===== config.mk =====
export PLATFORM = sky130hd
export DESIGN_NAME = ephb_lockout
export DESIGN_NICKNAME = d
export VERILOG_FILES = /design/src/sv/ephb_pkg.sv /design/src/sv/ephb_lockout.sv
export SDC_FILE = /design/constraint.sdc
export NUM_CORES = 1
export LEC_CHECK = 0
export ABC_CLOCK_PERIOD_IN_PS = 5850
export BUFFER_PORTS_ARGS = -buffer_cell sky130_fd_sc_hd__buf_4
export CAP_MARGIN = 20
export CORE_UTILIZATION = 45
export CTS_BUF_LIST = sky130_fd_sc_hd__clkbuf_2 sky130_fd_sc_hd__clkbuf_4 sky130_fd_sc_hd__clkbuf_8
export CTS_CLUSTER_DIAMETER = 60
export DETAILED_ROUTE_END_ITERATION = 12
export PLACE_DENSITY = 0.78
export RECOVER_POWER = 50
export SLEW_MARGIN = 10
export SYNTH_ARGS = -nofsm -noshare
export SYNTH_HDL_FRONTEND = slang
export SYNTH_SLANG_ARGS = --single-unit

===== constraint.sdc =====
create_clock -name clk -period 5.85 [get_ports clk]
set_input_delay 0.2925 -clock clk [delete_from_list [all_inputs] [get_ports clk]]
set_output_delay 0.2925 -clock clk [all_outputs]
set_load 0.005 [all_outputs]

===== src/sv/ephb_pkg.sv =====
`default_nettype none
package ephb_pkg;

	localparam int DAYS_DEF  = 32;
	localparam int HOURS_DEF = 24;

	localparam int TS_W   = 63;
	localparam int DAY_W  = 5;
	localparam int HOUR_W = 5;
	localparam int BIN_W  = 16;
	localparam int LOCK_W = 24;

	// Stream payload widths, rounded up to whole bytes.
	localparam int IN_W  = 80;
	localparam int OUT_W = 88;

	localparam logic [LOCK_W-1:0] LOCKOUT_RESET = LOCK_W'(100000);
	localparam logic [BIN_W-1:0]  BIN_MAX       = '1;
	localparam logic [BIN_W-1:0]  BIN_ONE       = BIN_W'(1);
	localparam logic [HOUR_W-1:0] DAY_END_HOUR  = HOUR_W'(23);

	typedef enum logic {
		OP_PULSE = 1'b0,
		OP_READ  = 1'b1
	} op_t;

	typedef enum logic [2:0] {
		ST_INIT,
		ST_IDLE,
		ST_EVAL,
		ST_LOOK,
		ST_CLEAR,
		ST_OUT
	} state_t;

	// Lockout check result handed from the checker to the controller.
	typedef struct packed {
		logic            accepted;
		logic [TS_W-1:0] period;
	} chk_t;

	typedef struct packed {
		logic             day_cleared;
		logic             hour_rolled;
		logic [TS_W-1:0]  pulse_period_us;
		logic [BIN_W-1:0] bin_value;
		logic             pulse_counted;
		logic             pulse_accepted;
	} res_t;

endpackage
`default_nettype wire


===== src/sv/ephb_lockout.sv =====
`default_nettype none
module ephb_lockout (
	input  wire logic                         clk,
	input  wire logic [ephb_pkg::TS_W-1:0]    ts,
	input  wire logic [ephb_pkg::TS_W-1:0]    last,
	input  wire logic [ephb_pkg::LOCK_W-1:0]  lockout,
	output ephb_pkg::chk_t                    chk
);
	import ephb_pkg::*;

	// One extra bit catches time going backwards as a borrow.
	logic [TS_W:0] diff_s1;

	always_ff @(posedge clk) begin
		diff_s1 <= {1'b0, ts} - {1'b0, last};
	end

	always_comb begin
		chk.period   = diff_s1[TS_W-1:0];
		chk.accepted = !diff_s1[TS_W] &&
			((|diff_s1[TS_W-1:LOCK_W]) || (diff_s1[LOCK_W-1:0] >= lockout));
	end

endmodule
`default_nettype wire


==> reports/metrics.yaml <==
outcome: "finished clean"
regMostFlops: "diff_s1"
cts.path.max_buffers: 2
hold_path_depth: 3
clkPwrFrac_pct: 22.0
grt_pass1_wl_mm: 27.7
nNetsFinal: 1220
grt_pass1_vias: 5798
cp_cell_sequence: "clkbuf_4, inv_1, ha_1, fa_1, nand2b_1, a21oi_1, o2111ai_1, nand2_1, o21ai_0, a21o_1, a2111oi_0, nor3_1, o21ai_0, xor2_1"
timing.slew.headroom_pct: 53.0
timing.hold.ws_ns: 0.198
clk_pin_slew_ns: 0.07
largest_register_ff_count: 64
synth_top_area_share_pct: 20.0
grt.total_usage_pct: 24.0
syn-cell-area_um2: 6400
vdd_drop_max_mv: 0.141
vias_per_cell: 5.35
final_antenna_net_count: 0
placed_area_um2: 7660
wl_mm: 17.6
dp_hpwl_mm: 14.9
drtIter0Drc: 377
seqPwrFrac_pct: 34.4
rows: 43
grt_max_degree: 13
ys_top_cells_by_count: "105 x inv_1, 87 x ha_1, 86 x a21oi_1"
utilization_pct: 56.4
crit_cells: 14
cts.sinks: 64
ctsHtreeMaxLevel: 3
drc_errors: 0
period_share_pct: 53.4
fp.dieH_um: 121
areaGrowthSynthToFinish_pct: 22.3
synthArstFlopShare_pct: 0
period_minus_slack_ns: 3.13
worst-setup-path-type: "in2reg"
synthMostInstantiatedCell: "inv_1"
p_sw_uw: 643
yosysUniqueCellTypes: 57
core_um2: 13900
hold_viol_final: 0
crit_family: "compound AO/OA/AOI/OAI gates"
drv_slew: 0
clock-root-buffer: "clkbuf_8"
largestRegisters: "diff_s1 x64"
cp.required_ns: 6.12
leakagePower_uw: 0.00411
post_route_cells_drive_above_1_share_pct: 23.8
cts-resized-gates: 0
cp-start-kind: "primary input"
port_buffers: 214
post_cts_buffers: 0
dr.pass1.iters: 5
start_util_pct: 46.1
max-cap-violations: 0
cts_hold_buf: 0
cts-buffers-inserted: 9
antenna_found_initial: 0
path_common_cell: "o21ai_0"
io_pins: 215
multiInputGateArea_um2: 4150
critical_path_arrival_ns: 3.40
avgSynthCellArea_um2: 7.59
grt_overflow: 0
finalSetupTns_ns: 0
slowest_delay_ns: 0.66
comb_power_share_pct: 43.6
worst_slew_pin_slew_ns: 0.687
synthFlopType: "dfxtp_1"
die-area_um2: 14700
ff_latch_area_um2: 1280
grt_setup_unrepaired: "no"
syn_nets: 1082
finalSetupViolCount: 0
die_w_um: 121
synth_edf_count: 0
wl_per_cell_um: 15.1
yosysWarnings: 0
p_int_uw: 1130
swShare_pct: 36.4
yosysSeqAreaShare_pct: 20.0
cts_tree: "yes"
fill_cells: 1340
path_buf_inv: 2
dr_total_vias: 6235
power.density_nw_per_um2: 226
fin_area_um2: 7820
end_kind: "flop"
critPathSlowestCell: "a2111oi_0"
synth_top_cell_by_area: "dfxtp_1"
hold_path.class: "in2reg"
synth_seq_cells: 64
syn_inst: 843
synth.area.top_cells: "dfxtp_1 20%, ha_1 17%, buf_4 7.4%, a21oi_1 6.7%, a21o_1 6.2%"
gp_congestion: 0.948
path_max_fanout: 3
fmax_mhz: 320
n_antenna_cell: 0
[final timing paths]
path / startpoint / endpoint / slack (ns)
setup / recovery: ts[0] / diff_s1[56]$_DFF_P_ / 2.72
hold / removal: last[0] / diff_s1[0]$_DFF_P_ / 0.20
[cells in the final DEF (no fill, tap or decap), types with 3 or more instances in the layout]
cell type,instances
a211oi_1,8
nand2b_1,10
o31ai_1,6
nor3b_1,3
clkbuf_1,7
or2_2,3
nand2_1,55
nand4_1,25
inv_1,105
clkinvlp_4,3
o211ai_1,4
o21ai_0,36
buf_4,152
nand3_1,11
a21oi_1,86
and4_1,3
and2_1,5
clkbuf_8,9
ha_1,87
nor4_1,12
nor2b_1,8
a31oi_1,3
a21o_1,53
xor2_1,21
xnor2_1,38
and3_1,5
a21boi_0,3
nor3_1,15
o21bai_1,13
clkbuf_4,54
nor2_1,42
o21a_1,3
dfxtp_1,64
[final cells by class]
cell class / count / area share [%]
multi-input cells: 587 / 53.1
repair buffers: 214 / 20.2
flip-flops and latches: 64 / 16.4
inverters: 105 / 5.04
well taps: 180 / 2.88
clock buffers: 9 / 1.58
clock inverters: 7 / 0.912
[power groups by stage]
stage	logic [uW]	registers (uW)	clock network [uW]
floorplan	574	588	0
global placement	770	619	0
detailed placement	782	618	0
CTS	787	609	395
global route	851	618	418
finish	772	608	389
[per-stage QoR]
stage / setup slack, ns / total power [uW] / cells
detailed placement: 2.50 / 1400 / 1150
CTS: 2.84 / 1790 / 1166
global placement: 2.53 / 1390 / 1150
floorplan: 2.99 / 1160 / 843
finish: 2.72 / 1770 / 1166
global route: 2.61 / 1890 / 1166
[worst min-delay path, delay by kind of cell]
kind,cells,cell delay (ns)
adders and majority gates,1,0.11
buffers and inverters,2,0.11
[routing by layer]
layer | global-route usage (%) | vias up | wire [um] | part of all wire (%)
met1 | 31.3 | 2791 | 7860 | 45
met3 | 3.99 | 31 | 1310 | 7.4
met2 | 39.5 | 277 | 8040 | 46
met5 | 0 | - | 0 | 0
met4 | 8.87 | 0 | 412 | 2.3
li1 | - | 3136 | - | -
[cells by family after synthesis]
logic type | Yosys count | synth area share [%]
DFF | 64 | 20.0
AOI/OAI and AO/OA | 235 | 23.3
xor gates and xnor gates | 59 | 8.08
buffers and inverters | 192 | 15.1
and+or+nand+nor | 205 | 16.2
adders and majority gates | 88 | 17.3
No activity file was read; power rests on OpenSTA's default activity.
